<file path="src/design/dfhd_pkg.sv">
// shared types, constants and the 7-segment decoder for the desk frame height decoder
`default_nettype none
package dfhd_pkg;

    localparam int BUFFER_BYTES = 16;
    localparam int CNT_W = $clog2(BUFFER_BYTES + 1);
    localparam int CMP_W = 10;

    localparam int Q_DEPTH = 4;
    localparam int Q_PTR_W = $clog2(Q_DEPTH);
    localparam int Q_CNT_W = $clog2(Q_DEPTH + 1);

    localparam logic [7:0] START_A = 8'h9b;
    localparam logic [7:0] START_B = 8'h98;
    localparam logic [7:0] END_BYTE = 8'h9d;
    localparam logic [7:0] HEIGHT_TYPE = 8'h12;
    localparam logic [7:0] HEIGHT_LEN = 8'd7;

    localparam logic [1:0] EV_HEIGHT = 2'd0;
    localparam logic [1:0] EV_BAD_END = 2'd1;
    localparam logic [1:0] EV_OVERSIZE = 2'd2;

    localparam int SEG_W = 4;
    localparam logic [SEG_W-1:0] SEG_MINUS = 4'd10;
    localparam logic [SEG_W-1:0] SEG_BLANK = 4'd14;
    localparam logic [SEG_W-1:0] SEG_UNKNOWN = 4'd15;

    localparam int RAW_W = 11;
    localparam int HEIGHT_W = 14;

    typedef enum logic [1:0] {
        JOB_HEIGHT = 2'd0,
        JOB_BAD_END = 2'd1,
        JOB_OVERSIZE = 2'd2
    } job_kind_t;

    typedef struct packed {
        job_kind_t kind;
        logic [7:0] hund;
        logic [7:0] tens;
        logic [7:0] ones;
    } job_t;

    function automatic logic [SEG_W-1:0] seg_decode(input logic [7:0] b);
        logic [6:0] s;
        logic [SEG_W-1:0] r;
        s = b[6:0];
        unique case (s)
            7'h00: r = SEG_BLANK;
            7'h3f: r = 4'd0;
            7'h06: r = 4'd1;
            7'h5b: r = 4'd2;
            7'h4f: r = 4'd3;
            7'h66: r = 4'd4;
            7'h6d: r = 4'd5;
            7'h7d: r = 4'd6;
            7'h07: r = 4'd7;
            7'h7f: r = 4'd8;
            7'h6f: r = 4'd9;
            7'h40: r = SEG_MINUS;
            default: r = SEG_UNKNOWN;
        endcase
        return r;
    endfunction

endpackage
`default_nettype wire

</file>
<file path="src/design/dfhd_front.sv">
// frame tracker: counts frame bytes, captures fields and classifies finished frames
`default_nettype none
module dfhd_front (
    input  wire logic            clk,
    input  wire logic            rst_n,
    input  wire logic            take,
    input  wire logic [7:0]      rx_byte,
    output logic                 push,
    output dfhd_pkg::job_t       job
);

    logic [dfhd_pkg::CNT_W-1:0] count_reg, count_next;
    logic [7:0] len_reg, len_next;
    logic [7:0] type_reg, type_next;
    logic [7:0] hund_reg, hund_next;
    logic [7:0] tens_reg, tens_next;
    logic [7:0] ones_reg, ones_next;

    logic [dfhd_pkg::CMP_W-1:0] count_wide;
    logic [dfhd_pkg::CMP_W-1:0] total;
    logic [dfhd_pkg::CMP_W-1:0] count_inc;
    logic hunting;
    logic at_len;
    logic oversize;
    logic closing_byte;

    always_comb
    begin
        count_wide = dfhd_pkg::CMP_W'(count_reg);
        count_inc  = count_wide + dfhd_pkg::CMP_W'(1);
        hunting    = (count_wide == dfhd_pkg::CMP_W'(0));
        at_len     = (count_wide == dfhd_pkg::CMP_W'(1));
        len_next   = at_len ? rx_byte : len_reg;
        type_next  = (count_wide == dfhd_pkg::CMP_W'(2)) ? rx_byte : type_reg;
        hund_next  = (count_wide == dfhd_pkg::CMP_W'(3)) ? rx_byte : hund_reg;
        tens_next  = (count_wide == dfhd_pkg::CMP_W'(4)) ? rx_byte : tens_reg;
        ones_next  = (count_wide == dfhd_pkg::CMP_W'(5)) ? rx_byte : ones_reg;
        total      = dfhd_pkg::CMP_W'(len_next) + dfhd_pkg::CMP_W'(2);
        oversize   = at_len && (total > dfhd_pkg::CMP_W'(dfhd_pkg::BUFFER_BYTES));
        closing_byte = !hunting && !oversize && (count_inc >= total);

        count_next = count_reg;
        push       = 1'b0;
        job.kind   = dfhd_pkg::JOB_HEIGHT;
        job.hund   = hund_next;
        job.tens   = tens_next;
        job.ones   = ones_next;

        if (hunting)
        begin
            if (rx_byte == dfhd_pkg::START_A || rx_byte == dfhd_pkg::START_B)
            begin
                count_next = dfhd_pkg::CNT_W'(1);
            end
        end
        else if (oversize)
        begin
            count_next = '0;
            push       = 1'b1;
            job.kind   = dfhd_pkg::JOB_OVERSIZE;
        end
        else if (closing_byte)
        begin
            count_next = '0;
            if (rx_byte != dfhd_pkg::END_BYTE)
            begin
                push     = 1'b1;
                job.kind = dfhd_pkg::JOB_BAD_END;
            end
            else if (type_next == dfhd_pkg::HEIGHT_TYPE && len_next == dfhd_pkg::HEIGHT_LEN)
            begin
                push     = 1'b1;
                job.kind = dfhd_pkg::JOB_HEIGHT;
            end
        end
        else
        begin
            count_next = dfhd_pkg::CNT_W'(count_inc);
        end

        push = push && take;
    end

    always_ff @(posedge clk or negedge rst_n)
    begin
        if (!rst_n)
        begin
            count_reg <= '0;
            len_reg   <= '0;
            type_reg  <= '0;
            hund_reg  <= '0;
            tens_reg  <= '0;
            ones_reg  <= '0;
        end
        else if (take)
        begin
            count_reg <= count_next;
            len_reg   <= len_next;
            type_reg  <= type_next;
            hund_reg  <= hund_next;
            tens_reg  <= tens_next;
            ones_reg  <= ones_next;
        end
    end

endmodule
`default_nettype wire

</file>
<file path="src/design/dfhd_queue.sv">
// small fifo of classified frame jobs between the front and back parts
`default_nettype none
module dfhd_queue (
    input  wire logic            clk,
    input  wire logic            rst_n,
    input  wire logic            push,
    input  wire dfhd_pkg::job_t  push_job,
    output logic                 full,
    output logic                 head_valid,
    output dfhd_pkg::job_t       head_job,
    input  wire logic            pop
);

    dfhd_pkg::job_t mem [dfhd_pkg::Q_DEPTH];

    logic [dfhd_pkg::Q_PTR_W-1:0] wr_ptr_reg, wr_ptr_next;
    logic [dfhd_pkg::Q_PTR_W-1:0] rd_ptr_reg, rd_ptr_next;
    logic [dfhd_pkg::Q_CNT_W-1:0] fill_reg, fill_next;

    always_comb
    begin
        full        = (fill_reg == dfhd_pkg::Q_CNT_W'(dfhd_pkg::Q_DEPTH));
        head_valid  = (fill_reg != '0);
        head_job    = mem[rd_ptr_reg];
        wr_ptr_next = push ? wr_ptr_reg + dfhd_pkg::Q_PTR_W'(1) : wr_ptr_reg;
        rd_ptr_next = pop ? rd_ptr_reg + dfhd_pkg::Q_PTR_W'(1) : rd_ptr_reg;
        fill_next   = fill_reg;
        if (push && !pop)
        begin
            fill_next = fill_reg + dfhd_pkg::Q_CNT_W'(1);
        end
        else if (pop && !push)
        begin
            fill_next = fill_reg - dfhd_pkg::Q_CNT_W'(1);
        end
    end

    always_ff @(posedge clk)
    begin
        if (push)
        begin
            mem[wr_ptr_reg] <= push_job;
        end
    end

    always_ff @(posedge clk or negedge rst_n)
    begin
        if (!rst_n)
        begin
            wr_ptr_reg <= '0;
            rd_ptr_reg <= '0;
            fill_reg   <= '0;
        end
        else
        begin
            wr_ptr_reg <= wr_ptr_next;
            rd_ptr_reg <= rd_ptr_next;
            fill_reg   <= fill_next;
        end
    end

endmodule
`default_nettype wire

</file>
<file path="src/design/dfhd_back.sv">
// event executor: decodes height digits, filters repeats and drives the output register
`default_nettype none
module dfhd_back (
    input  wire logic                              clk,
    input  wire logic                              rst_n,
    input  wire logic                              head_valid,
    input  wire dfhd_pkg::job_t                    head_job,
    output logic                                   pop,
    output logic                                   out_valid,
    input  wire logic                              out_ready,
    output logic [1:0]                             event_kind,
    output logic [dfhd_pkg::HEIGHT_W-1:0]          height_tenths,
    output logic                                   had_point
);

    logic [dfhd_pkg::SEG_W-1:0] h_dig, t_dig, o_dig, h_val;
    logic [dfhd_pkg::RAW_W-1:0] raw;
    logic [dfhd_pkg::HEIGHT_W-1:0] tenths;
    logic pt;
    logic reading_ok;
    logic emit;
    logic out_free;

    logic valid_reg, valid_next;
    logic [1:0] kind_reg, kind_next;
    logic [dfhd_pkg::HEIGHT_W-1:0] height_reg, height_next;
    logic point_reg, point_next;
    logic [dfhd_pkg::HEIGHT_W-1:0] last_reg, last_next;
    logic known_reg, known_next;

    always_comb
    begin
        h_dig = dfhd_pkg::seg_decode(head_job.hund);
        t_dig = dfhd_pkg::seg_decode(head_job.tens);
        o_dig = dfhd_pkg::seg_decode(head_job.ones);
        h_val = (h_dig == dfhd_pkg::SEG_BLANK) ? '0 : h_dig;
        pt    = head_job.tens[7];

        reading_ok = 1'b1;
        if (h_dig == dfhd_pkg::SEG_BLANK && t_dig == dfhd_pkg::SEG_BLANK
            && o_dig == dfhd_pkg::SEG_BLANK)
        begin
            reading_ok = 1'b0;
        end
        if (h_val == dfhd_pkg::SEG_UNKNOWN
            || t_dig == dfhd_pkg::SEG_UNKNOWN || t_dig == dfhd_pkg::SEG_BLANK
            || o_dig == dfhd_pkg::SEG_UNKNOWN || o_dig == dfhd_pkg::SEG_BLANK)
        begin
            reading_ok = 1'b0;
        end
        if (h_val == '0 && t_dig == '0 && o_dig == '0)
        begin
            reading_ok = 1'b0;
        end
        if (t_dig == dfhd_pkg::SEG_MINUS)
        begin
            reading_ok = 1'b0;
        end

        raw = dfhd_pkg::RAW_W'(h_val) * dfhd_pkg::RAW_W'(100)
            + dfhd_pkg::RAW_W'(t_dig) * dfhd_pkg::RAW_W'(10)
            + dfhd_pkg::RAW_W'(o_dig);
        tenths = pt ? dfhd_pkg::HEIGHT_W'(raw)
                    : dfhd_pkg::HEIGHT_W'(raw) * dfhd_pkg::HEIGHT_W'(10);

        out_free = !valid_reg || out_ready;

        emit        = 1'b0;
        kind_next   = kind_reg;
        height_next = height_reg;
        point_next  = point_reg;
        last_next   = last_reg;
        known_next  = known_reg;

        case (head_job.kind)
            dfhd_pkg::JOB_HEIGHT:
            begin
                emit        = reading_ok && !(known_reg && last_reg == tenths);
                kind_next   = dfhd_pkg::EV_HEIGHT;
                height_next = tenths;
                point_next  = pt;
            end
            dfhd_pkg::JOB_BAD_END:
            begin
                emit        = 1'b1;
                kind_next   = dfhd_pkg::EV_BAD_END;
                height_next = '0;
                point_next  = 1'b0;
            end
            dfhd_pkg::JOB_OVERSIZE:
            begin
                emit        = 1'b1;
                kind_next   = dfhd_pkg::EV_OVERSIZE;
                height_next = '0;
                point_next  = 1'b0;
            end
            default:
            begin
                emit = 1'b0;
            end
        endcase

        pop = head_valid && (!emit || out_free);

        valid_next = valid_reg && !out_ready;
        if (pop && emit)
        begin
            valid_next = 1'b1;
            if (head_job.kind == dfhd_pkg::JOB_HEIGHT)
            begin
                last_next  = tenths;
                known_next = 1'b1;
            end
        end

        out_valid     = valid_reg;
        event_kind    = kind_reg;
        height_tenths = height_reg;
        had_point     = point_reg;
    end

    always_ff @(posedge clk)
    begin
        if (pop && emit)
        begin
            kind_reg   <= kind_next;
            height_reg <= height_next;
            point_reg  <= point_next;
        end
    end

    always_ff @(posedge clk or negedge rst_n)
    begin
        if (!rst_n)
        begin
            valid_reg <= 1'b0;
            last_reg  <= '0;
            known_reg <= 1'b0;
        end
        else
        begin
            valid_reg <= valid_next;
            last_reg  <= last_next;
            known_reg <= known_next;
        end
    end

endmodule
`default_nettype wire

</file>
<file path="src/design/desk_frame_height_decoder_core.sv">
// top level of the desk frame height decoder: frame tracker, job queue and event executor
`default_nettype none
// Takes one received serial byte per transaction and reports new heights, bad end
// bytes and oversize frames, at most one result per byte. A byte is taken every
// cycle while the four-entry job queue between the frame tracker and the event
// executor has room; the executor retires one queued job per cycle into a single
// output register while that register is free or the job gives no result, so the
// input stalls only once the queue fills while out_ready holds results back. After
// the frame's closing byte a result passes the job queue and then the output register.
module desk_frame_height_decoder_core (
    input  wire logic                              clk,
    input  wire logic                              rst_n,
    input  wire logic                              in_valid,
    output logic                                   in_ready,
    input  wire logic [7:0]                        rx_byte,
    output logic                                   out_valid,
    input  wire logic                              out_ready,
    output logic [1:0]                             event_kind,
    output logic [dfhd_pkg::HEIGHT_W-1:0]          height_tenths,
    output logic                                   had_point
);

    logic take;
    logic push;
    dfhd_pkg::job_t push_job;
    logic full;
    logic head_valid;
    dfhd_pkg::job_t head_job;
    logic pop;

    assign in_ready = !full;
    assign take     = in_valid && !full;

    dfhd_front u_front (
        .clk     (clk),
        .rst_n   (rst_n),
        .take    (take),
        .rx_byte (rx_byte),
        .push    (push),
        .job     (push_job)
    );

    dfhd_queue u_queue (
        .clk        (clk),
        .rst_n      (rst_n),
        .push       (push),
        .push_job   (push_job),
        .full       (full),
        .head_valid (head_valid),
        .head_job   (head_job),
        .pop        (pop)
    );

    dfhd_back u_back (
        .clk           (clk),
        .rst_n         (rst_n),
        .head_valid    (head_valid),
        .head_job      (head_job),
        .pop           (pop),
        .out_valid     (out_valid),
        .out_ready     (out_ready),
        .event_kind    (event_kind),
        .height_tenths (height_tenths),
        .had_point     (had_point)
    );

endmodule
`default_nettype wire

</file>
<file path="config.mk">
export PLATFORM = sky130hd
export DESIGN_NAME = desk_frame_height_decoder_core
export DESIGN_NICKNAME = d
export VERILOG_FILES = /design/src/design/dfhd_pkg.sv /design/src/design/dfhd_front.sv /design/src/design/dfhd_queue.sv /design/src/design/dfhd_back.sv /design/src/design/desk_frame_height_decoder_core.sv
export SDC_FILE = /design/constraint.sdc
export NUM_CORES = 1
export LEC_CHECK = 0
export ABC_AREA = 1
export CORE_MARGIN = 5
export CORE_UTILIZATION = 50
export CTS_CLUSTER_SIZE = 28
export DETAILED_ROUTE_END_ITERATION = 8
export DONT_BUFFER_PORTS = 1
export HOLD_SLACK_MARGIN = 0.15
export PLACE_DENSITY = 0.69
export SYNTH_ARGS = -nofsm -noshare
export SYNTH_HDL_FRONTEND = slang
export SYNTH_SLANG_ARGS = --single-unit
</file>
<file path="constraint.sdc">
create_clock -name clk -period 20.7 [get_ports clk]
set_input_delay 4.14 -clock clk [delete_from_list [all_inputs] [get_ports clk]]
set_output_delay 4.14 -clock clk [all_outputs]
set_load 0.005 [all_outputs]
</file>
==> impl_metrics.tcl <==
set metrics [dict create \
    outcome "complete, no violations" \
    cts_sinks 179 \
    critPathKind "reg -> reg" \
    critPathSlowestCell "buf_4" \
    dp.final_hpwl_um 15900 \
    synth-simple-area-share_pct 28.4 \
    cts_root_buffer "clkbuf_16" \
    vias 8235 \
    wire_per_inst_um 14.3 \
    io_pins 31 \
    firstDrtPassIters 5 \
    synth_fa_ha_area_share_pct 8.48 \
    antenna_found_initial 0 \
    ant_nets 0 \
    cp-end-kind "flop" \
    drtIter0Drc 402 \
    critPathLaunchType "flop" \
    area_growth_pct 6.90 \
    netlist_instances 1302 \
    grt_pass1_wl_um 38600 \
    synth_most_common_cell "nand2_1" \
    netlist_top_cells_count "nand2_1, inv_1, edfxtp_1" \
    cap_violations 0 \
    fin_crit_ns 8.13 \
    worstPathArrival_ns 8.45 \
    async_reset_ff_share_pct 36.9 \
    die_area_um2 24500 \
    ys_types 48 \
    clock_skew_ns 0.0147 \
    worstSetupPathDepth 48 \
    grt_max_degree 67 \
    clk_latency_ns 0.44 \
    overflow 0 \
    diodes 0 \
    synth.net_count 1383 \
    drv_slew 0 \
    cts_tree "built" \
    htree_levels 4 \
    final_core_util_pct 54.3 \
    gp_congestion 0.910 \
    drcViolationCount 0 \
    ys_seq_elements 179 \
    grt_use_total_pct 19.5 \
    postCtsSetupRepairBufs 0 \
    hold_path.class "reg -> reg" \
    timing.final.hold_violations 0 \
    slew_headroom_pct 46.3 \
    numCtsBuffers 17 \
    syn_area_um2 10700 \
    synth_seq_area_share_pct 47.1 \
    synth_top_family_by_area "simple AND/OR/NAND/NOR gates" \
    synth-edff-count 113 \
    fmax_mhz 123 \
    ff2ff_path_depth 48 \
    synth_top_area_share_pct 31.7 \
    min_path_cells 1 \
    syn_area_per_cell_um2 8.23 \
    wl_um 22600 \
    crit_fanout 54 \
    grt_pass1_vias 8173 \
    setup_violations 0 \
    cts_resized 0 \
    initial_core_util_pct 50.8 \
    crit_buf_inv 6 \
    finalSetupTns_ns 0 \
    clockBufferDepth 2 \
    postCtsHoldBufs 0 \
    nets 1371 \
    crit_top_cell "nand2_1" \
    tightest_slew_ns 0.803 \
    yosysTopAreaCell "edfxtp_1" \
    fillCellCount 1911 \
    critPathTopFamily "adder cells" \
    core_um2 21100 \
    die_x_um 156 \
    yosys-top-cells-area "edfxtp_1, nand2_1, dfrtp_1" \
    port-buffer-count 0 \
    yosysWarnings 0 \
    muxShareOfSynthArea_pct 0 \
    largest_reg_flops 96 \
    fp-row-count 53 \
    clkSlewWorstSetupHoldPaths_ns 0.07 \
    viasPerCell 5.22 \
    synth_flop_cell "edfxtp_1" \
    synth_compound_area_share_pct 7.18 \
    cp_data_required_time_ns 21.02 \
    die_h_um 156 \
    rsz0062_at_grt "false" \
    finalCritPeriodShare_pct 39.3 \
    slowest_delay_ns 0.46 \
    synth-xor-area-share_pct 1.88 \
    final_layout_size_suffix_gt1_share_pct 6.45 \
]
==> cells in the final DEF (no fill, tap or decap), types with 3 or more instances in the layout <==
master        n
nor2_4        3
o21ai_1       9
or2_2         7
xor2_1       16
dfrtp_1      66
nand2_1     471
or2_1         3
o211ai_1      4
nor3_1        8
nand3_1     106
o22ai_1       5
o21ai_0      56
o21ai_2       4
clkinvlp_4    3
o2111ai_1     3
and2_1        5
inv_6         4
edfxtp_1    113
nand2_2       5
clkinv_2      3
inv_2        11
xnor2_1       7
buf_4         6
nor2_1       83
nand4_1      10
a21oi_1      27
inv_1       128
nand3_2       3
nor2_2        6
fa_1          6
clkbuf_16    17
o21bai_1     15
ha_1         63
clkinv_4      3
==> worst paths after layout <==
path	start	to	slack (ns)
worst max register to register	u_queue.rd_ptr_reg[0]	u_queue.fill_reg[2]	12.57
worst max-delay path	u_queue.rd_ptr_reg[0]	u_queue.fill_reg[2]	12.57
worst min-delay path	u_back.known_reg	u_back.known_reg	0.47
min in group asynchronous	rst_n	u_back.last_reg[10]	3.40
max in group asynchronous	rst_n	u_front.hund_reg[5]	17.06
worst min register to register	u_back.known_reg	u_back.known_reg	0.47
==> final cells by class <==
type / instances / area, um2 / area share [%]
clock buffer: 18 / 429 / 3.75
clock inverter: 14 / 129 / 1.12
inverter: 141 / 532 / 4.64
multi-input combinational: 945 / 4930 / 43.1
sequential: 179 / 5040 / 44.0
tap: 275 / 344 / 3.00
timing repair buffer: 6 / 45.0 / 0.393
==> stage by stage <==
| step | worst slack, ns | hold slack (ns) | area (um2) | cells |
|---|---|---|---|---|
| 2_1_floorplan | 13.41 | 0.444 | 10700 | 1302 |
| 3_3_place_gp | 12.76 | 0.460 | 10900 | 1546 |
| 3_5_place_dp | 12.66 | 0.464 | 10900 | 1546 |
| 6_report | 12.57 | 0.474 | 11500 | 1578 |
| 5_1_grt | 11.71 | 0.493 | 11500 | 1578 |
| 4_1_cts | 12.59 | 0.484 | 11500 | 1578 |
==> logic make-up after synthesis <==
| group | after synthesis |
|---|---|
| AO/OA/AOI/OAI | 132 |
| XOR/XNOR | 23 |
| adder cells (fa/ha/maj) | 69 |
| buffers and inverters | 178 |
| flip-flops | 179 |
| AND/OR/NAND/NOR | 721 |
==> layer usage <==
metal | GRT usage (%) | vias up | share of wire [%]
met1 | 24.6 | 3833 | 45
met3 | 3.46 | 28 | 3.6
met2 | 34.0 | 158 | 50
met4 | 6.57 | 0 | 2.1
li1 | - | 4216 | -
met5 | 0 | - | 0
Power is left out: the tool's default activity adds up to more than one toggle a clock period on the data nets, which glitch-free logic cannot reach.
